$ cat src/design/ccbi_queue.sv
// small register queue between front and back end
// no dependencies
module ccbi_queue #(
  parameter int WIDTH = 8,
  parameter int DEPTH = 2
) (
  input  logic             clk,
  input  logic             rst,
  input  logic             push,
  input  logic [WIDTH-1:0] din,
  input  logic             pop,
  output logic [WIDTH-1:0] dout,
  output logic             full,
  output logic             empty
);

  localparam int PTR_W = (DEPTH > 1) ? $clog2(DEPTH) : 1;
  localparam int CNT_W = $clog2(DEPTH + 1);
  localparam logic [PTR_W-1:0] LAST_PTR = PTR_W'(DEPTH - 1);

  logic [WIDTH-1:0] slots [DEPTH];
  logic [PTR_W-1:0] wr_ptr;
  logic [PTR_W-1:0] rd_ptr;
  logic [CNT_W-1:0] count;

  assign dout  = slots[rd_ptr];
  assign full  = (count == CNT_W'(DEPTH));
  assign empty = (count == '0);

  always_ff @(posedge clk) begin
    if (rst) begin
      wr_ptr <= '0;
      rd_ptr <= '0;
      count  <= '0;
    end else begin
      if (push) begin
        wr_ptr <= (wr_ptr == LAST_PTR) ? '0 : wr_ptr + PTR_W'(1);
      end
      if (pop) begin
        rd_ptr <= (rd_ptr == LAST_PTR) ? '0 : rd_ptr + PTR_W'(1);
      end
      if (push && !pop) begin
        count <= count + CNT_W'(1);
      end else if (pop && !push) begin
        count <= count - CNT_W'(1);
      end
    end
  end

  always_ff @(posedge clk) begin
    if (push) begin
      slots[wr_ptr] <= din;
    end
  end

endmodule

$ cat config.mk
export PLATFORM = sky130hd
export DESIGN_NAME = ccbi_queue
export DESIGN_NICKNAME = d
export VERILOG_FILES = /design/src/design/ccbi_queue.sv
export SDC_FILE = /design/constraint.sdc
export NUM_CORES = 1
export LEC_CHECK = 0
export BUFFER_PORTS_ARGS = -buffer_cell sky130_fd_sc_hd__clkbuf_2
export CAP_MARGIN = 20
export CORE_AREA = 4 4 65 61
export CTS_CLUSTER_SIZE = 30
export DETAILED_ROUTE_END_ITERATION = 8
export DIE_AREA = 0 0 69 65
export PLACE_DENSITY = 0.55
export REMOVE_ABC_BUFFERS = 1
export SLEW_MARGIN = 0
export SYNTH_ARGS = -nofsm -noshare
export SYNTH_HDL_FRONTEND = slang
export SYNTH_SLANG_ARGS = --single-unit
$ cat constraint.sdc
create_clock -name clk -period 1.5 [get_ports clk]
set_clock_uncertainty 0.2 [all_clocks]
set_input_delay 0.225 -clock clk [delete_from_list [all_inputs] [get_ports clk]]
set_output_delay 0.225 -clock clk [all_outputs]
set_load 0.02 [all_outputs]
-- Yosys cells after proc, flatten, opt, wreduce, memory -nomap -nowiden
Memory sizes are Yosys's and may differ from the RTL's. A register that Yosys moved wholly into a read port is not among the register bits.
Index checks and enable logic that the tools add are counted.
- latch bits: 0
- bits in read-only memories: 0
- logic and storage cells: 23
- memories: 1
- input bits: 12
- flip-flop bits (word level): 4
- bits in writable memories: 16
- memory list (name ; words ; bits a word ; read ports ; clocked after Yosys merged registers in ; write ports ; line ; RTL):
    slots ; 2 ; 8 ; 1 ; 1 ; 1 ; 21 ; logic [WIDTH-1:0] slots [DEPTH];
- reduce and logical (&&, ||, !) cells: 6
- mux-type cells: 8
- equal/unequal tests: 1
- add/sub/neg operators: 4
- shifts and indexed selects: 0
- multiply operators: 0
- bitwise gates (word level): 0
- $lt $le $gt $ge: 0
- div/mod/pow operators: 0
- operator list (operator ; number):
    $mux W1 ; 6
    $mux W2 ; 2
    $add A1 B1 Y1 const B ; 2
    $add A2 B1 Y2 const B ; 1
    $eq A2 B2 Y1 const B ; 1
    $logic_and A1 B1 Y1 ; 2
    $logic_not A1 Y1 ; 2
    $logic_not A2 Y1 ; 1
    $reduce_bool A2 Y1 ; 1
    $sub A2 B1 Y2 const B ; 1

-- Depth between registers and ports, before layout
- depth in word-level cells: 4
- mapped depth: 5
- mapped depth without buffers: 5

-- Least setup slack after synthesis
Ideal clock, no wire load.
- kind: register to register
- from: register wr_ptr
- to: memory slots[0][0], enable pin
- path buffers: 0
- data arrival time: 0.715 ns
- setup time: 0.373 ns
- period minus slack after synthesis: 1.288 ns
- path slack: 0.212 ns
- cell stages (with the launch flop): 2
- data required time: 0.927 ns
- cell sequence: dfxtp_1 nor2b_1
- RTL lines (item ; line ; RTL):
    from (decl) ; 22 ; logic [PTR_W-1:0] wr_ptr;
    from (signal assigned) ; 37 ; wr_ptr <= (wr_ptr == LAST_PTR) ? '0 : wr_ptr + PTR_W'(1);
    to (decl) ; 21 ;
Straight into the memory's write port.

==> metrics.cfg <==
[status]
status = finished with violations
violations = setup timing

[cts]
htree_num_levels = 1
clkSlewWorstSetupHoldPaths_ns = 0.07
cts_max_path_buffers = 2
clk_latency_ns = 0.25
cts-buffers-inserted = 3
cts_sinks = 21
cts_tree = built
cts_root_buf = clkbuf_8

[placed_design]
gp_congestion = 0.670
place.port_buffers = 21
place_inst = 114
dp_hpwl_um = 970
dpl-instance-area_um2 = 973

[synth]
synth.avg_cell_area_um2 = 16.7
synth_area_leaders = edfxtp_1 61%, dfxtp_1 13%, mux2_2 12%, nor2_1 2.4%, xnor2_1 2.2%
synth_top_cell_area_share_pct = 61.3
synthDistinctLibCells = 15
yosysTopAreaCell = edfxtp_1
syn_area_um2 = 783
yosysSeqAreaShare_pct = 74.1
yosys_warnings = 0
ys_ff_latch = 21
syn_inst = 47

[final_layout]
multiInputGateArea_um2 = 224
instances_no_fill = 127
fin_nets = 97
final_common_cell = edfxtp_1
area_growth_syn_to_layout_pct = 56.1
register_area_um2 = 583
drive_gt1_share_pct = 47.0
utilization_pct = 37.0
nFillCells = 332
antenna_cells = 0
mostFrequentLayoutCells = 16 x edfxtp_1, 13 x clkbuf_2, 9 x dlygate4sd3_1, 8 x mux2_4, 8 x buf_8
stdcell_area_um2 = 1220

[critical_path]
path_class = flop to primary output
start_kind = flop
crit_family = flip-flops
worstPathRequired_ns = 1.07
path_cells = buf_12 -> mux2_4 -> buf_8
setup.worst_path.end_class = primary output
path_buf_inv = 2
critical_path_peak_fanout = 8
crit_arrival_ns = 1.17
cp_slowest_stage_delay_ns = 0.34
slowest_stage = dfxtp_2

[timing]
fin_crit_ns = 1.59
drv_slew = 0
finalSetupTns_ns = -0.729
setup_ws_ns = -0.0938
maxSlewHeadroom_pct = 88.4
grt_setup_unrepaired = yes
worst_slew_pin_slew_ns = 0.173
hold_viol_final = 0
fin_crit_sh_pct = 106
clock.fmax_mhz = 627
setup_viol = 8

[global_route]
grt_pass1_wl_um = 2300
antenna_found_initial = 0
track_usage_pct = 6.97
grt_pass1_vias = 504
grt-ovfl-total = 0
grt_start_max_net_pins = 13

[drt]
drtAntennaViolNets = 0
drt-initial-drc-count = 22
num_vias = 474
wl_per_cell_um = 10.9
routed_wl_um = 1390
vias_per_cell = 3.73
drc = 0
firstDrtPassIters = 2

[pwr]
power_density_nw_per_um2 = 1090
p_leak_nw = 0.500
irDropWorstVdd_mv = 0.604
design_power_total_w = 0.00134

[die]
initial_utilization_pct = 23.7
core.rowCount = 20
io_pins = 22
die_w_um = 69
fp.dieH_um = 65
die_area_um2 = 4490
core_area_um2 = 3300

[min_path]
hp-class = input pin to flop

[run]
max_cap_violations = 0

-- worst register-to-register path, delay by kind of cell, from the launching register on --
kind / cells / cell delay, ns
AOI/OAI and AO/OA: 1 / 0.13
xor gates and xnor gates: 1 / 0.16
DFF: 1 / 0.34
and+or+nand+nor: 1 / 0.31
-- layer usage --
metal | up-vias | track usage (%) | routed length [um]
met2 | 16 | 11.8 | 696
met3 | 2 | 4.81 | 127
li1 | 238 | - | -
met1 | 218 | 6.84 | 544
met5 | - | 0 | 0
met4 | 0 | 2.20 | 19
-- worst paths after layout --
check                 from       end  slack [ns]  depth (start not counted)
hold / removal         pop    rd_ptr        0.05                          3
setup reg to reg  count[0]  count[1]        0.29                          3
setup / recovery      flop   dout[3]       -0.09                          3
hold reg to reg   count[1]  count[1]        0.31                          2
-- layout make-up --
cell class | instances | share of cell area, %
sequential | 21 | 47.7
tap | 44 | 4.50
clock inverter | 1 | 0.409
clock buffer | 3 | 3.38
multi-input combinational | 24 | 18.3
inverter | 1 | 0.307
timing repair buffer | 33 | 25.4
-- per-stage QoR --
stage,setup WS (ns),hold WS [ns]
floorplan,0.207,0.0941
global placement,0.0975,0.217
detailed placement,0.0522,0.220
CTS,-0.127,0.0426
global route,-0.138,0.0703
finish,-0.0938,0.0488
-- flip-flops by register name, summed over array words and instances, names as in the netlist, named ones only --
name	count
slots	16
rd_ptr	1
wr_ptr	1
count	2
-- power by group --
| group | internal, W | total [W] | switching (W) | leakage, nW |
|---|---|---|---|---|
| clock | 0.000184 | 0.000350 | 0.000166 | 0.0255 |
| combinational | 0.000169 | 0.000295 | 0.000127 | 0.283 |
| sequential | 0.000673 | 0.000693 | 0.0000200 | 0.192 |
| total | 0.00103 | 0.00134 | 0.000312 | 0.500 |
-- synth_stat cells (all sizes together) --
master	n
a21oi	1
and2	1
and2b	1
buf	1
dfxtp	5
edfxtp	16
ha	1
inv	1
mux2	8
nor2	5
nor2b	1
o21ai	1
or3	1
xnor2	2
xor2	2
-- cells by family (layout without fill, tap and decap cells) --
group / count (synthesis) / count (layout) / share of synthesized area (%)
and+or+nand+nor: 9 / 9 / 5.91
AOI/OAI and AO/OA: 2 / 2 / 1.28
muxes: 8 / 8 / 11.5
adders and majority gates: 1 / 1 / 1.60
xor gates and xnor gates: 4 / 4 / 4.47
DFF: 21 / 21 / 74.1
buffers and inverters: 2 / 38 / 1.12
-- what timing repair did --
action                                  CTS  global route
gates cloned                              0             0
buffers inserted                          0             0
hold endpoints to repair                 21             0
resized for setup                        25             9
endpoints found under the setup margin    8             9
hold buffers                              9             0
Note: power is estimated with default switching activity, not from simulation.
