### src/design/ccbi_pkg.sv
// shared types and constants of the cell-centered bilinear interpolator
// field widths, register map, command codes and control structs; no dependencies
package ccbi_pkg;

  // fixed widths of the port fields
  localparam int COORD_W    = 17;
  localparam int IDX_W      = 8;
  localparam int DATA_W     = 32;
  localparam int SIZE_W     = 9;
  localparam int CFG_DATA_W = 32;
  localparam int CFG_ADDR_W = 4;

  // item codes
  localparam logic MODE_WRITE = 1'b0;
  localparam logic MODE_QUERY = 1'b1;

  // zero_axis codes
  localparam logic AXIS_Y = 1'b1;

  // register indexes, taken from paddr word bits
  localparam logic [1:0] REG_GRID_WIDTH  = 2'd0;
  localparam logic [1:0] REG_GRID_HEIGHT = 2'd1;
  localparam logic [1:0] REG_ZERO_AXIS   = 2'd2;

  localparam logic [SIZE_W-1:0] GRID_SIZE_RESET = 9'd256;

  // corners are numbered {x high, y high}
  localparam int         CORNERS     = 4;
  localparam logic [1:0] LAST_CORNER = 2'd3;

  typedef struct packed {
    logic oor;
    logic lo_edge;
    logic hi_edge;
  } axis_flags_t;

  typedef struct packed {
    logic                 wr;
    logic                 oor;
    logic [CORNERS-1:0]   zmask;
  } cmd_flags_t;

endpackage

### src/design/ccbi_back.sv
// back end: grid writes, four corner reads, weighting and accumulation
// depends on ccbi_pkg; drives the grid memory ports
module ccbi_back import ccbi_pkg::*; #(
  parameter int MAX_COLS    = 256,
  parameter int MAX_ROWS    = 256,
  parameter int FRAC_BITS   = 8,
  parameter int VALUE_WIDTH = 32
) (
  input  logic                                         clk,
  input  logic                                         rst,
  input  logic                                         q_empty,
  input  cmd_flags_t                                   q_flags,
  input  logic [$clog2(MAX_COLS)-1:0]                  q_col_lo,
  input  logic [$clog2(MAX_COLS)-1:0]                  q_col_hi,
  input  logic [$clog2(MAX_ROWS)-1:0]                  q_row_lo,
  input  logic [$clog2(MAX_ROWS)-1:0]                  q_row_hi,
  input  logic [FRAC_BITS:0]                           q_tx,
  input  logic [FRAC_BITS:0]                           q_ty,
  input  logic [VALUE_WIDTH-1:0]                       q_value,
  output logic                                         q_pop,
  output logic                                         ram_we,
  output logic [$clog2(MAX_COLS)+$clog2(MAX_ROWS)-1:0] ram_waddr,
  output logic [VALUE_WIDTH-1:0]                       ram_wdata,
  output logic                                         ram_re,
  output logic [$clog2(MAX_COLS)+$clog2(MAX_ROWS)-1:0] ram_raddr,
  input  logic [VALUE_WIDTH-1:0]                       ram_rdata,
  output logic                                         done,
  output logic signed [DATA_W-1:0]                     interp_value,
  output logic                                         out_of_range
);

  localparam int CW    = $clog2(MAX_COLS);
  localparam int RW    = $clog2(MAX_ROWS);
  localparam int TW    = FRAC_BITS + 1;
  localparam int WW    = 2 * FRAC_BITS + 1;
  localparam int PW    = VALUE_WIDTH + WW + 1;
  localparam int ACC_W = PW + 2;
  localparam logic [TW-1:0] ONE_C = TW'(1) << FRAC_BITS;

  localparam logic ST_IDLE = 1'b0;
  localparam logic ST_RUN  = 1'b1;

  logic                      state;
  logic [CORNERS-1:0]        qry_zmask;
  logic [CW-1:0]             qry_col_lo;
  logic [CW-1:0]             qry_col_hi;
  logic [RW-1:0]             qry_row_lo;
  logic [RW-1:0]             qry_row_hi;
  logic [TW-1:0]             qry_tx;
  logic [TW-1:0]             qry_ty;
  logic [1:0]                iss_cnt;
  logic                      issuing;
  logic                      s1_v;
  logic                      s1_last;
  logic                      s1_zero;
  logic [WW-1:0]             s1_wt;
  logic                      s2_v;
  logic                      s2_last;
  logic signed [PW-1:0]      prod;
  logic signed [ACC_W-1:0]   acc;

  logic [TW-1:0]             wx;
  logic [TW-1:0]             wy;
  logic [WW-1:0]             wt;
  logic signed [PW-1:0]      prod_next;
  logic signed [ACC_W-1:0]   acc_sum;
  logic signed [ACC_W-1:0]   res_shift;

  always_comb begin
    q_pop     = (state == ST_IDLE) && !q_empty;
    ram_we    = q_pop && q_flags.wr;
    ram_waddr = {q_row_lo, q_col_lo};
    ram_wdata = q_value;

    ram_re    = (state == ST_RUN) && issuing;
    ram_raddr = {iss_cnt[0] ? qry_row_hi : qry_row_lo,
                 iss_cnt[1] ? qry_col_hi : qry_col_lo};

    wx = iss_cnt[1] ? qry_tx : ONE_C - qry_tx;
    wy = iss_cnt[0] ? qry_ty : ONE_C - qry_ty;
    wt = WW'(wx) * WW'(wy);

    prod_next = s1_zero ? '0
              : PW'($signed(ram_rdata)) * PW'($signed({1'b0, s1_wt}));
    acc_sum   = acc + ACC_W'(prod);
    res_shift = acc_sum >>> (2 * FRAC_BITS);
  end

  always_ff @(posedge clk) begin
    if (rst) begin
      state   <= ST_IDLE;
      issuing <= 1'b0;
      iss_cnt <= '0;
      s1_v    <= 1'b0;
      s2_v    <= 1'b0;
      done    <= 1'b0;
    end else begin
      done <= 1'b0;
      s1_v <= ram_re;
      s2_v <= s1_v;
      case (state)
        ST_IDLE: begin
          if (q_pop && !q_flags.wr) begin
            if (q_flags.oor) begin
              done <= 1'b1;
            end else begin
              state   <= ST_RUN;
              issuing <= 1'b1;
              iss_cnt <= '0;
            end
          end
        end
        ST_RUN: begin
          if (issuing) begin
            iss_cnt <= iss_cnt + 2'd1;
            if (iss_cnt == LAST_CORNER) begin
              issuing <= 1'b0;
            end
          end
          if (s2_v && s2_last) begin
            state <= ST_IDLE;
            done  <= 1'b1;
          end
        end
        default: state <= ST_IDLE;
      endcase
    end
  end

  always_ff @(posedge clk) begin
    if (q_pop) begin
      qry_zmask  <= q_flags.zmask;
      qry_col_lo <= q_col_lo;
      qry_col_hi <= q_col_hi;
      qry_row_lo <= q_row_lo;
      qry_row_hi <= q_row_hi;
      qry_tx     <= q_tx;
      qry_ty     <= q_ty;
      interp_value <= '0;
      out_of_range <= q_flags.oor;
    end
    s1_last <= (iss_cnt == LAST_CORNER);
    s1_zero <= qry_zmask[iss_cnt];
    s1_wt   <= wt;
    s2_last <= s1_last;
    prod    <= prod_next;
    if (state == ST_IDLE) begin
      acc <= '0;
    end else if (s2_v) begin
      acc <= acc_sum;
    end
    if (s2_v && s2_last) begin
      interp_value <= DATA_W'(res_shift);
      out_of_range <= 1'b0;
    end
  end

endmodule

### config.mk
export PLATFORM = sky130hd
export DESIGN_NAME = ccbi_back
export DESIGN_NICKNAME = d
export VERILOG_FILES = /design/src/design/ccbi_pkg.sv /design/src/design/ccbi_back.sv
export SDC_FILE = /design/constraint.sdc
export NUM_CORES = 2
export LEC_CHECK = 0
export ABC_AREA = 1
export BUFFER_PORTS_ARGS = -buffer_cell sky130_fd_sc_hd__buf_4
export CAP_MARGIN = 20
export CORE_UTILIZATION = 55
export DETAILED_ROUTE_END_ITERATION = 8
export GPL_TIMING_DRIVEN = 0
export HOLD_SLACK_MARGIN = 0.06
export PLACE_DENSITY = 0.73
export REMOVE_ABC_BUFFERS = 1
export SYNTH_ARGS = -nofsm -noshare
export SYNTH_HDL_FRONTEND = slang
export SYNTH_SLANG_ARGS = --single-unit
export TNS_END_PERCENT = 50
### constraint.sdc
create_clock -name clk -period 20 [get_ports clk]
set_input_delay 3 -clock clk [delete_from_list [all_inputs] [get_ports clk]]
set_output_delay 3 -clock clk [all_outputs]
set_load 0.1 [all_outputs]
# After elaboration in Yosys (flattened, before gate mapping)
# Index checks and enable logic that the tools add are counted.
classes:
  n_addsub: 4
  muxes: 25
  shifts: 0
  multipliers: 2
  n_bitwise: 1
  n_eq_ne: 4
  div: 0
  reduce_logical: 10
  magnitude_cmp: 1
ops:
  columns: ["op", "n"]
  rows:
  - ["$mux 32", 2]
  - ["$add 52x50->52", 1]
  - ["$mul 32x18->50", 1]
  - ["$mux 9", 2]
  - ["$sub 9x9->9 const A", 2]
  - ["$mul 9x9->17", 1]
  - ["$mux 8", 2]
  - ["$mux 1", 11]
  - ["$mux 2", 3]
  - ["$pmux 1 s2", 3]
  - ["$logic_and 1x1->1", 5]
  - ["$ne 2x1->1 const B", 2]
  - ["$pmux 2 s2", 1]
  - ["$lt 2x3->1 const B", 1]
  - ["$reduce_and 3->1", 1]
  - ["$add 2x1->2 const B", 1]
  - ["$bmux 1 s2", 1]
  - ["$eq 2x2->1 const B", 1]
  - ["$logic_not 1->1", 2]
  - ["$ne 2x2->1 const B", 1]
  - ["$reduce_and 2->1", 1]
  - ["$reduce_bool 2->1", 1]
  - ["$not 1->1", 1]
totals:
  mem_bits_rw: 0
  input_bits: 123
  word_cells: 68
  memories: 0
  romBits: 0
  ff_bits: 216
  latch_bits: 0
  output_inout_bits: 101

# Longest topological paths before layout
logic_depth:
  word_depth: 5
  ltp_mapped: 28
  ltp_nobuf: 27

# Least setup slack after synthesis
# No wires, ideal clock.
synth_timing:
  path_kind: "input port to output port"
  startpoint: "input q_empty"
  endpoint: "output ram_we"
  required_time_ps: 17000
  arrival_time_ps: 8425
  setup_slack_ps: 8575
  n_path_buf: 0
  stages: 3
  cell_sequence: "nor2_1 -> inv_1 -> nor2_1"
synth_between:
  elab_chain_len: 3
synth_rtl:
  columns: ["item", "line", "text"]
  rows:
  - ["from (decl)", "ccbi_back.sv:11", "input logic q_empty,"]
  - ["$logic_not 1->1", "ccbi_back.sv:70", "q_pop = (state == ST_IDLE) && !q_empty;"]
  - ["$logic_and 1x1->1", "ccbi_back.sv:70", null]
  - ["$logic_and 1x1->1", "ccbi_back.sv:71", "ram_we = q_pop && q_flags.wr;"]
  - ["to (decl)", "ccbi_back.sv:21", "output logic ram_we,"]
# Every way passes these cells.

# Final worst setup path
layout_timing:
  startpoint: "input ram_rdata[31]"
  endpoint: "register prod[40]"
layout_between:
  elab_chain_len: 1
layout_rtl:
  columns: ["item", "line", "text"]
  rows:
  - ["from (decl)", "ccbi_back.sv:26", "input logic [VALUE_WIDTH-1:0] ram_rdata,"]
  - ["$mul 32x18->50", "ccbi_back.sv:84", ": PW'($signed(ram_rdata)) * PW'($signed({1'b0, s1_wt}));"]
  - ["to (signal assigned)", "ccbi_back.sv:146", "prod <= prod_next;"]
  - ["to (decl)", "ccbi_back.sv:59", "logic signed [PW-1:0] prod;"]
# Every way passes these cells.
# A chain may end at the register's enable or synchronous reset.

==> results.sh <==
export IMPL_outcome="completed"
export IMPL_cts_num_sinks=210
export IMPL_gp_congestion=0.9922
export IMPL_wl_per_cell_um=16.40
export IMPL_relSlewSlack=0.2815
export IMPL_grt_pass1_vias=28530
export IMPL_diodes=0
export IMPL_final_cell_mix="inv_1 (1360), nand2_1 (1207), fa_1 (559), nor2_1 (343), ha_1 (199)"
export IMPL_cts_buffer_depth=3
export IMPL_synth_async_reset_ratio=0
export IMPL_syn_area_sq_um=34350
export IMPL_synth_area_leader_cell="fa_1"
export IMPL_ys_flop_type="dfxtp_1"
export IMPL_required_ns=20.45
export IMPL_hp_class="flip-flop to flip-flop"
export IMPL_port_buffers=159
export IMPL_avgSynthCellArea_sq_um=7.316
export IMPL_end_kind="flip-flop"
export IMPL_finalHoldViolations=0
export IMPL_viasPerCell=5.080
export IMPL_via_count=28190
export IMPL_cts_tree="yes"
export IMPL_firstDrtPassIters=7
export IMPL_synth_edf_count=86
export IMPL_cts_setup_buffers=0
export IMPL_crit_path_max_fanout=17
export IMPL_clk_pin_slew_ns=0.06
export IMPL_grt_total_usage=0.2972
export IMPL_arrival_ns=8.72
export IMPL_grt_max_degree=87
export IMPL_maxSlewViolCount=0
export IMPL_tightest_slew_ns=1.078
export IMPL_grt_util_met2=0.5057
export IMPL_insertion_delay_ns=0.55
export IMPL_h_tree_depth=1
export IMPL_yosysSeqAreaShare=0.1474
export IMPL_clockRootBuffer="clkbuf_16"
export IMPL_ios=224
export IMPL_cts_hold_buf=0
export IMPL_drt_iter0_markers=2227
export IMPL_hpwl_um=71900
export IMPL_critPathTopFamily="adder cells"
export IMPL_critPathKind="input pin to flip-flop"
export IMPL_yosys_register_bits=210
export IMPL_start_kind="input pin"
export IMPL_grt_remaining_overflow=0
export IMPL_final_antenna_net_count=0
export IMPL_rsz0062_at_grt="no"
export IMPL_use_met3=0.03982
export IMPL_period_share=0.4134
export IMPL_die_h_um=251.9
export IMPL_rows=91
export IMPL_tns_ns=0
export IMPL_dieArea_sq_um=63460
export IMPL_area_growth_pct=6.626
export IMPL_die_x_um=251.9
export IMPL_antenna_found_initial=2
export IMPL_synth_top_cell_area_share=0.3258
export IMPL_layout_min_cycle_time_ns=8.268
export IMPL_post_cts_resized=0
export IMPL_crit_chain="buf_4, nand2_1, inv_1, fa_1, fa_1, inv_1, fa_1, inv_1, fa_1, inv_1, fa_1, inv_1, ha_1, a21o_1, a21boi_0, o21ai_0, a21oi_1, nand3_1, nand2_1, nand2_1, nor2_1"
export IMPL_grt_pass1_wl_um=148000
export IMPL_setup_viol=0
export IMPL_met1_usage=0.4021
export IMPL_yosysUniqueCellTypes=54
export IMPL_max_stage_delay_ns=0.87
export IMPL_yosysWarnings=0
export IMPL_cp_num_buf_inv=6
export IMPL_crit_slowest_cell="fa_1"
export IMPL_post_route_cells_drive_above_1_share=0.06602
export IMPL_max_freq_mhz=120.9
export IMPL_synth_area_top_cells="fa_1 (33%), inv_1 (15%), nand2_1 (13%), edfxtp_1 (7.5%), ha_1 (7.2%)"
export IMPL_core_sq_um=61710
export IMPL_grt_busiest_layer="met2"
export IMPL_wirelength_um=91010
export IMPL_finalNetCount=5576
export IMPL_cts_made_buffers=22
export IMPL_maxCapViolations=0
export IMPL_skew_ns=0.03121
export IMPL_syn_inst=4695
export IMPL_layout_commonest_cell="inv_1"
export IMPL_drc=0
export IMPL_initial_utilization=0.5566
flip-flops by register name, indices dropped and copies added, names as in the netlist, 2 cells and up:
name and flops:
qry_ty 9, qry_row_hi 8, interp_value 32, qry_zmask 4
qry_col_lo 8, qry_row_lo 8, qry_col_hi 8, acc 48
qry_tx 9, s1_wt 17, prod 48, iss_cnt 2
logic make-up (layout without fill, tap and decap cells):
group / after synthesis / in the layout / synth area share
and+or+nand+nor: 1774 / 1774 / 0.2071
adders and majority gates: 758 / 758 / 0.3983
xor gates and xnor gates: 60 / 60 / 0.01617
DFF: 210 / 210 / 0.1474
buffers and inverters: 1572 / 1588 / 0.1776
AOI/OAI and AO/OA: 321 / 321 / 0.05340
final cells by class:
cell class,count,area [sq um]
clock buffers,33,623.1
inverters,1380,5180
well taps,837,1047
fillers,5810,25090
flip-flops and latches,210,5090
repair buffers,168,1396
clock inverters,7,97.59
multi-input cells,2913,23190
worst register-to-register path, cell delays in order (launching register included):
cell and delay, ns:
dfxtp_2 0.89, nand2_1 0.25, inv_1 0.14, fa_1 0.58, fa_1 0.87, inv_1 0.31
fa_1 0.55, inv_1 0.05, fa_1 0.52, inv_1 0.05, fa_1 0.47, inv_1 0.04
ha_1 0.36, a21o_1 0.20, a21boi_0 0.23, o21ai_0 0.17, a21oi_1 0.17, nand3_1 0.23
nand2_1 0.14, nand2_1 0.07, nor2_1 0.19
cells in the mapped netlist, drive strengths merged (5+ instances only):
cell type and number:
clkbuf 136, nor3 15, ha 199, nand3 122, nor2 366, nand4 28
xor2 36, fa 559, inv 1376, dfxtp 124, edfxtp 86, xnor2 24
buf 55, o21a 8, o21ai 98, o21bai 25, and2 6, nand2 1225
o211ai 6, a21o 5, a21oi 169
path summary, 6_finish.rpt:
kind / start / endpoint / slack (ns) / cells after the start
hold / removal: s1_last / s2_last / 0.33 / 0
hold reg to reg: s1_last / s2_last / 0.33 / 0
setup / recovery: ram_rdata[31] / prod[40] / 11.73 / 21
setup reg to reg: s1_wt[1] / prod[40] / 13.43 / 20
metrics by stage:
stage / hold slack (ns) / setup slack, ns / utilization / instance area [sq um] / instances
final: 0.3269 / 11.73 / 0.5935 / 36630 / 5548
after global routing: 0.3486 / 11.39 / 0.5935 / 36630 / 5548
after CTS: 0.3291 / 11.78 / 0.5931 / 36600 / 5547
after detailed placement: 0.3143 / 11.24 / 0.5814 / 35880 / 5507
after global placement: 0.3123 / 9.688 / 0.5780 / 35670 / 5499
after floorplan: 0.3096 / 8.575 / - / 33430 / 4503
routing by layer:
layer  up-vias  share of wire  wire length (um)
li1      13440              -                 -
met1     13500           0.42             37840
met2      1078           0.48             43500
met3       162          0.082              7429
met4         0          0.025              2237
met5         -              0                 0
Power is not shown: default switching activity piles up to over one toggle a cycle in this logic, so the estimate is an artifact.
