`src/design/ccbi_pkg.sv`:
```
// shared types and constants of the cell-centered bilinear interpolator
// field widths, register map, command codes and control structs; no dependencies
package ccbi_pkg;

  // fixed widths of the port fields
  localparam int COORD_W    = 17;
  localparam int IDX_W      = 8;
  localparam int DATA_W     = 32;
  localparam int SIZE_W     = 9;
  localparam int CFG_DATA_W = 32;
  localparam int CFG_ADDR_W = 4;

  // item codes
  localparam logic MODE_WRITE = 1'b0;
  localparam logic MODE_QUERY = 1'b1;

  // zero_axis codes
  localparam logic AXIS_Y = 1'b1;

  // register indexes, taken from paddr word bits
  localparam logic [1:0] REG_GRID_WIDTH  = 2'd0;
  localparam logic [1:0] REG_GRID_HEIGHT = 2'd1;
  localparam logic [1:0] REG_ZERO_AXIS   = 2'd2;

  localparam logic [SIZE_W-1:0] GRID_SIZE_RESET = 9'd256;

  // corners are numbered {x high, y high}
  localparam int         CORNERS     = 4;
  localparam logic [1:0] LAST_CORNER = 2'd3;

  typedef struct packed {
    logic oor;
    logic lo_edge;
    logic hi_edge;
  } axis_flags_t;

  typedef struct packed {
    logic                 wr;
    logic                 oor;
    logic [CORNERS-1:0]   zmask;
  } cmd_flags_t;

endpackage

```
`src/design/ccbi_axis.sv`:
```
// one axis of a query: range check, neighbor indexes and blend fraction
// depends on ccbi_pkg
module ccbi_axis import ccbi_pkg::*; #(
  parameter int MAX_N     = 256,
  parameter int FRAC_BITS = 8
) (
  input  logic [COORD_W-1:0]       coord,
  input  logic [SIZE_W-1:0]        size_reg,
  output axis_flags_t              flags,
  output logic [$clog2(MAX_N)-1:0] lo_idx,
  output logic [$clog2(MAX_N)-1:0] hi_idx,
  output logic [FRAC_BITS:0]       t
);

  localparam int IW    = $clog2(MAX_N);
  localparam int TW    = FRAC_BITS + 1;
  localparam int KW    = COORD_W + 1 - FRAC_BITS;
  localparam int LIM_W = SIZE_W + FRAC_BITS;
  localparam int CMP_W = (COORD_W > LIM_W) ? COORD_W : LIM_W;
  localparam int KC_W  = (KW > SIZE_W) ? KW : SIZE_W;
  localparam logic [COORD_W:0] HALF_C = (COORD_W + 1)'(1) << (FRAC_BITS - 1);
  localparam logic [TW-1:0]    ONE_C  = TW'(1) << FRAC_BITS;

  logic [SIZE_W-1:0]    len;
  logic [LIM_W-1:0]     limit;
  logic [COORD_W:0]     biased;
  logic [KW-1:0]        k;
  logic [FRAC_BITS-1:0] f;
  logic [TW-1:0]        f2;

  always_comb begin
    // size 0 acts as one cell, sizes above the store act as the store
    if (size_reg == '0) begin
      len = SIZE_W'(1);
    end else if (int'(size_reg) > MAX_N) begin
      len = SIZE_W'(MAX_N);
    end else begin
      len = size_reg;
    end
    limit  = {len, {FRAC_BITS{1'b0}}};
    biased = {1'b0, coord} + HALF_C;
    k      = biased[COORD_W:FRAC_BITS];
    f      = biased[FRAC_BITS-1:0];
    f2     = {f, 1'b0};

    flags.oor     = CMP_W'(coord) > CMP_W'(limit);
    flags.lo_edge = (k == '0);
    flags.hi_edge = !flags.lo_edge && (KC_W'(k) >= KC_W'(len));

    // half-cell step next to an edge doubles the fraction
    if (flags.lo_edge) begin
      lo_idx = '0;
      hi_idx = '0;
      t      = f2 - ONE_C;
    end else if (flags.hi_edge) begin
      lo_idx = IW'(len - SIZE_W'(1));
      hi_idx = IW'(len - SIZE_W'(1));
      t      = f2;
    end else begin
      lo_idx = IW'(k - KW'(1));
      hi_idx = IW'(k);
      t      = {1'b0, f};
    end
  end

endmodule

```
`src/design/ccbi_front.sv`:
```
// front end: classifies accepted items into queue commands
// depends on ccbi_pkg and ccbi_axis
module ccbi_front import ccbi_pkg::*; #(
  parameter int MAX_COLS    = 256,
  parameter int MAX_ROWS    = 256,
  parameter int FRAC_BITS   = 8,
  parameter int VALUE_WIDTH = 32
) (
  input  logic                        accept,
  input  logic                        mode,
  input  logic [COORD_W-1:0]          coord_x,
  input  logic [COORD_W-1:0]          coord_y,
  input  logic [IDX_W-1:0]            entry_col,
  input  logic [IDX_W-1:0]            entry_row,
  input  logic signed [DATA_W-1:0]    entry_value,
  input  logic [SIZE_W-1:0]           grid_width,
  input  logic [SIZE_W-1:0]           grid_height,
  input  logic                        zero_axis,
  output logic                        push,
  output cmd_flags_t                  flags,
  output logic [$clog2(MAX_COLS)-1:0] col_lo,
  output logic [$clog2(MAX_COLS)-1:0] col_hi,
  output logic [$clog2(MAX_ROWS)-1:0] row_lo,
  output logic [$clog2(MAX_ROWS)-1:0] row_hi,
  output logic [FRAC_BITS:0]          tx,
  output logic [FRAC_BITS:0]          ty,
  output logic [VALUE_WIDTH-1:0]      value
);

  localparam int CW = $clog2(MAX_COLS);
  localparam int RW = $clog2(MAX_ROWS);

  axis_flags_t   xf;
  axis_flags_t   yf;
  logic [CW-1:0] x_lo;
  logic [CW-1:0] x_hi;
  logic [RW-1:0] y_lo;
  logic [RW-1:0] y_hi;
  logic          wr_ok;

  ccbi_axis #(.MAX_N(MAX_COLS), .FRAC_BITS(FRAC_BITS)) u_axis_x (
    .coord    (coord_x),
    .size_reg (grid_width),
    .flags    (xf),
    .lo_idx   (x_lo),
    .hi_idx   (x_hi),
    .t        (tx)
  );

  ccbi_axis #(.MAX_N(MAX_ROWS), .FRAC_BITS(FRAC_BITS)) u_axis_y (
    .coord    (coord_y),
    .size_reg (grid_height),
    .flags    (yf),
    .lo_idx   (y_lo),
    .hi_idx   (y_hi),
    .t        (ty)
  );

  always_comb begin
    logic xe;
    logic ye;
    // writes beyond the store are dropped here
    wr_ok = (int'(entry_col) < MAX_COLS) && (int'(entry_row) < MAX_ROWS);
    push  = accept && ((mode == MODE_QUERY) || wr_ok);

    flags.wr  = (mode == MODE_WRITE);
    flags.oor = xf.oor || yf.oor;
    for (int c = 0; c < CORNERS; c++) begin
      xe = c[1] ? xf.hi_edge : xf.lo_edge;
      ye = c[0] ? yf.hi_edge : yf.lo_edge;
      flags.zmask[c] = (zero_axis == AXIS_Y) ? ye : xe;
    end

    col_lo = flags.wr ? CW'(entry_col) : x_lo;
    row_lo = flags.wr ? RW'(entry_row) : y_lo;
    col_hi = x_hi;
    row_hi = y_hi;
    value  = VALUE_WIDTH'(entry_value);
  end

endmodule

```
`config.mk`:
```
export PLATFORM = sky130hd
export DESIGN_NAME = ccbi_front
export DESIGN_NICKNAME = d
export VERILOG_FILES = /design/src/design/ccbi_pkg.sv /design/src/design/ccbi_axis.sv /design/src/design/ccbi_front.sv
export SDC_FILE = /design/constraint.sdc
export NUM_CORES = 1
export LEC_CHECK = 0
export BUFFER_PORTS_ARGS = -buffer_cell sky130_fd_sc_hd__buf_2
export CORE_MARGIN = 5
export CORE_UTILIZATION = 42
export DETAILED_ROUTE_END_ITERATION = 16
export PLACE_DENSITY = 0.8
export SETUP_SLACK_MARGIN = 0.02
export SYNTH_ARGS = -nofsm -noshare
export SYNTH_HDL_FRONTEND = slang
export SYNTH_SLANG_ARGS = --single-unit
```
`constraint.sdc`:
```
create_clock -name vclk -period 4.5
set_clock_uncertainty 0.1 [all_clocks]
set_input_delay 0.9 -clock vclk [all_inputs]
set_output_delay 0.9 -clock vclk [all_outputs]
set_load 0.03 [all_outputs]
```
* Yosys cells after proc, flatten, opt, wreduce, memory -nomap -nowiden
Cells that the tools add are included.
** Word-level totals
- Register bits :: 0
- Bits of input ports :: 103
- Output and inout bits :: 89
- Logic and storage cells :: 46
** Operators by class
- Add/sub/neg operators :: 8
- $lt $le $gt $ge :: 6
- Mux-type cells :: 22
- Bitwise gates (word level) :: 1
- Reduce and logical (&&, ||, !) cells :: 9
** Operator list (count)
- two-way mux 8 bit :: 10
- two-way mux 9 bit :: 8
- adder 17 x 8 -> 18 bit, second input constant :: 2
- greater-than comparator 17 bit :: 2
- subtractor 8 x 1 -> 8 bit, second input constant :: 4
- greater-or-equal comparator 10 x 9 -> 1 bit :: 2
- zero test 10 bit :: 2
- greater-than comparator 9 bit, second input constant :: 2
- zero test 9 bit :: 2
- subtractor 9 bit, second input constant :: 2
- two-way mux 1 bit :: 4
- logical AND 1 bit :: 2
- zero test 1 bit :: 2
- logical OR 1 bit :: 1
- inverter 1 bit :: 1

* Logic depth before layout (Yosys ltp)
- Word-level depth :: 8
- Gate-level depth with buffers :: 15
- Depth with buffers taken out :: 12

* By module
From an unflattened synthesis, not the netlist that was laid out.
** Second synthesis, totals
- Cell total of the unflattened synthesis :: 418
- Area, all modules :: 3149.3 sq um
** Modules (own cells, without submodules)
- ccbi_axis at u_axis_y :: times used 1, cells an instance 183, area each 1318.8 sq um, seq. area each 0.0 sq um
- ccbi_axis at u_axis_x :: times used 1, cells an instance 178, area each 1282.5 sq um, seq. area each 0.0 sq um
- ccbi_front :: times used 1, cells an instance 57, area each 548.0 sq um, seq. area each 0.0 sq um

* Least setup slack after synthesis
Ideal clock, no wire load.
- Kind :: input to output
- From :: input port coord_x[7]
- To :: output port col_hi[6]
- Arrival time :: 4021 ps
- Required time :: 3500 ps
- Setup slack :: -521 ps
- Stages on the path :: 12
- Buffers on the path :: 1
- Cell sequence :: ha_1 -> and4_4 -> nand2_4 -> xor2_4 -> inv_1 -> ha_1 -> and3_1 -> a221o_1 -> a41oi_2 -> buf_2 -> nor2_1 -> a211oi_1
** Between the ends
- Longest elaborated chain between the ends :: 6
- Elaborated cells between the ends (all ways) :: 7
- Those cells by class :: add/sub: 1; order compare: 1; mux: 2; reduce/logical: 3
** RTL lines
- from (decl) :: RTL line ccbi_front.sv:11 : input logic [COORD_W-1:0] coord_x,
- adder 17 x 8 -> 18 bit * :: RTL line ccbi_axis.sv:41 : biased = {1'b0, coord} + HALF_C;
- branches (longest 4 deep; another with greater-or-equal comparator 10 x 9 -> 1 bit)
- two-way mux 8 bit * :: RTL line ccbi_axis.sv:51 : if (flags.lo_edge) begin
- to (decl) :: RTL line ccbi_front.sv:22 : output logic [$clog2(MAX_COLS)-1:0] col_hi,
Every way passes the cells marked *.

* Worst setup path after layout
- From :: input port grid_width[2]
- To :: output port col_lo[3]
** Between the ends
- Longest elaborated chain between the ends :: 8
- Elaborated cells between the ends (all ways) :: 10
- Those cells by class :: add/sub: 1; order compare: 2; mux: 5; reduce/logical: 2
** RTL lines
- from (decl) :: RTL line ccbi_front.sv:16 : input logic [SIZE_W-1:0] grid_width,
- greater-than comparator 9 bit :: RTL line ccbi_axis.sv:35 : end else if (int'(size_reg) > MAX_N) begin
- two-way mux 9 bit :: RTL line ccbi_axis.sv:35
- two-way mux 9 bit * :: RTL line ccbi_axis.sv:33 : if (size_reg == '0) begin
- greater-or-equal comparator 10 x 9 -> 1 bit :: RTL line ccbi_axis.sv:48 : flags.hi_edge = !flags.lo_edge && (KC_W'(k) >= KC_W'(len));
- logical AND 1 bit :: RTL line ccbi_axis.sv:48
- two-way mux 8 bit * :: RTL line ccbi_axis.sv:55 : end else if (flags.hi_edge) begin
- two-way mux 8 bit * :: RTL line ccbi_axis.sv:51
- two-way mux 8 bit * :: RTL line ccbi_front.sv:74 : col_lo = flags.wr ? CW'(entry_col) : x_lo;
- to (decl) :: RTL line ccbi_front.sv:21 : output logic [$clog2(MAX_COLS)-1:0] col_lo,
Mark *: on every way between the ends. The rest lies on a longest branch, timed or not.

==> results.yml <==
critical_path:
  cpMaxStageDelayCell: "a221o_1"
  cp.required_ns: 3.50
  crit_path_start_kind: "input port"
  slowest_delay_ns: 0.39
  crit_fanout: 4
  end_kind: "primary output"
  crit_chain: "buf_2 > nor4_4 > a21oi_2 > nor2_2 > ha_1 > nor2b_2 > o21ai_2 > a221o_1 > a41oi_4 > buf_6 > a2111oi_1 > buf_4 > o32ai_2 > buf_4"
  crit_top_cell: "buf_4"
  crit_arrival_ns: 3.47
  path_class: "input port to primary output"
drt:
  via_per_inst: 5.882
  wl_um: 13190
  vias: 4123
  first_pass_iters: 6
  drt-initial-drc-count: 314
  wl_per_cell_um: 18.82
  drc_errors: 0
  postRouteAntennaNets: 0
worst_hold_path:
  hold_end: "value[19]"
  min_path_cells: 0
  min_from: "entry_value[19]"
  hold_class: "input port to primary output"
synthesis:
  ys_warn_count: 0
  synth_fa_ha_area_share_pct: 16.61
  synth_mux_area_share_pct: 7.552
  synth_top_area_share_pct: 16.61
  synth_nets: 587
  synthSimpleGateAreaFrac_pct: 28.63
  synth_xor_area_share_pct: 10.48
  ys_seq_area_share_pct: 0
  synth_cells: 442
  synth_compound_area_share_pct: 22.66
  synth_top_family_by_area: "simple AND/OR/NAND/NOR gates"
  synthTopCellsByArea: "ha_1 17%, buf_4 7.8%, xnor2_1 6.1%"
  synthDistinctLibCells: 68
  syn_area_mm2: 0.003164
  syn_avg_cell_area_um2: 7.159
  synth_top_area_cell: "ha_1"
layout:
  fillers: 580
  stdcell_count: 701
  num-clock-buffers: 0
  final_cell_area_mm2: 0.004875
  drive_gt1_share_pct: 50.50
  multi_input_area_mm2: 0.003179
  n_antenna_cell: 0
  layout_common_cells: "98 x buf_2, 85 x buf_4, 44 x nand2_1, 36 x ha_1, 24 x nor2_1"
  final_common_cell: "buf_2"
  syn_to_final_growth_pct: 54.05
  seqCellArea_um2: 0
  final_util_pct: 66.85
  seq_cells: 0
  finalNetCount: 749
sta:
  worstMarginPinSlew_ns: 0.7280
  fin_tns_setup_ns: 0
  fin_crit_ns: 4.465
  setup_violations: 0
  maxSlewViolCount: 0
  rsz0062_at_grt: "true"
  min_period_over_period_pct: 99.22
  finalHoldViolations: 0
  slew_headroom_pct: 50.83
  fmax_mhz: 224.0
grt:
  grt_usage_pct: 24.93
  antenna_found_initial: 0
  grt_max_degree: 21
  overflow: 0
  grt_pass1_wl_um: 20330
  grt_pass1_vias: 4073
status:
  status: "finished, final reports clean"
cts:
  hold_buffers: 0
floorplanning:
  core_area_mm2: 0.007292
  die-area_mm2: 0.009370
  start_util_pct: 43.39
  die_w_um: 96.80
  rows: 31
  ios: 192
  die_height_um: 96.80
power:
  finalPower_mw: 0.8226
  p_leak_nw: 2.278
  peakVddDrop_v: 0.0001100
  powerDensity_mw_per_mm2: 168.7
flow_run:
  drv_cap: 0
place:
  dp_cells: 684
  routabilityCongestion: 0.9930
  placed_cell_area_mm2: 0.004334
  portBuffers: 126
  hpwl_um: 10240
[Yosys cell counts (4+ instances only)]
library cell and number:
a211oi_1 7, a21o_1 8, a21oi_1 23, a31oi_1 5
and3_1 9, buf_2 11, buf_4 33, clkbuf_1 5
ha_1 42, inv_1 25, mux2_2 7, mux2_4 6
mux2i_1 7, nand2_1 46, nand3_1 13, nand4_1 11
nor2_1 29, nor2b_1 7, nor3_1 14, nor4_1 6
o21a_1 4, o21ai_0 14, o21ai_1 4, o2bb2ai_1 4
o32ai_1 5, xnor2_1 22, xor2_1 9
[layer usage]
| layer | share of wire [%] | up-vias | track usage [%] |
|---|---|---|---|
| met5 | 0 | - | 0 |
| met4 | 2.7 | 0 | 5.400 |
| met3 | 9.4 | 48 | 5.683 |
| met2 | 49 | 257 | 44.64 |
| met1 | 39 | 1911 | 30.18 |
| li1 | - | 1907 | - |
[worst max-delay path, delay by kind of cell]
family / cells / cell delay, ns
AOI/OAI and AO/OA: 6 / 1.05
buffers and inverters: 4 / 0.66
and+or+nand+nor: 3 / 0.60
adders and majority gates: 1 / 0.26
[cell families after synthesis]
family / count (synthesis)
AO/OA/AOI/OAI: 102
XOR/XNOR: 34
adder cells (fa/ha/maj): 42
buffers and inverters: 78
multiplexers: 20
AND/OR/NAND/NOR: 166
[worst max path at each step]
stage,startpoint,to,slack [ns],cells past startpoint
final,grid_width[2],col_lo[3],0.03,14
after CTS,coord_x[8],tx[3],0.008,14
after global placement,grid_width[3],tx[2],-0.07,13
after detailed placement,grid_width[3],tx[3],-0.18,13
after global routing,coord_x[7],col_lo[3],-0.05,15
after floorplan,coord_y[7],row_hi[6],-0.17,13
[per-stage QoR]
stage                     hold WS [ns]  setup slack (ns)
final                            1.700           0.03498
after global routing             1.700          -0.05187
after CTS                        1.700          0.007919
after detailed placement         1.700           -0.1833
after global placement           1.700          -0.06569
after floorplan                  1.832           -0.1719
[power breakdown]
part / internal, mW / leakage, nW / total (mW) / switching, mW
registers: 0 / 0 / 0 / 0
clock network: 0 / 0 / 0 / 0
logic: 0.356 / 2.28 / 0.823 / 0.466
[area by class of cell]
type / count / share of cell area (%)
inverters: 27 / 2.079
multi-input cells: 364 / 65.22
well taps: 99 / 2.541
repair buffers: 211 / 30.16
[repair_timing]
action,4_1_cts,5_1_grt
setup endpoints to repair,47,51
pin swaps,24,19
setup buffers,8,9
resized for setup,79,28
Note: power is estimated with default switching activity, not from simulation.
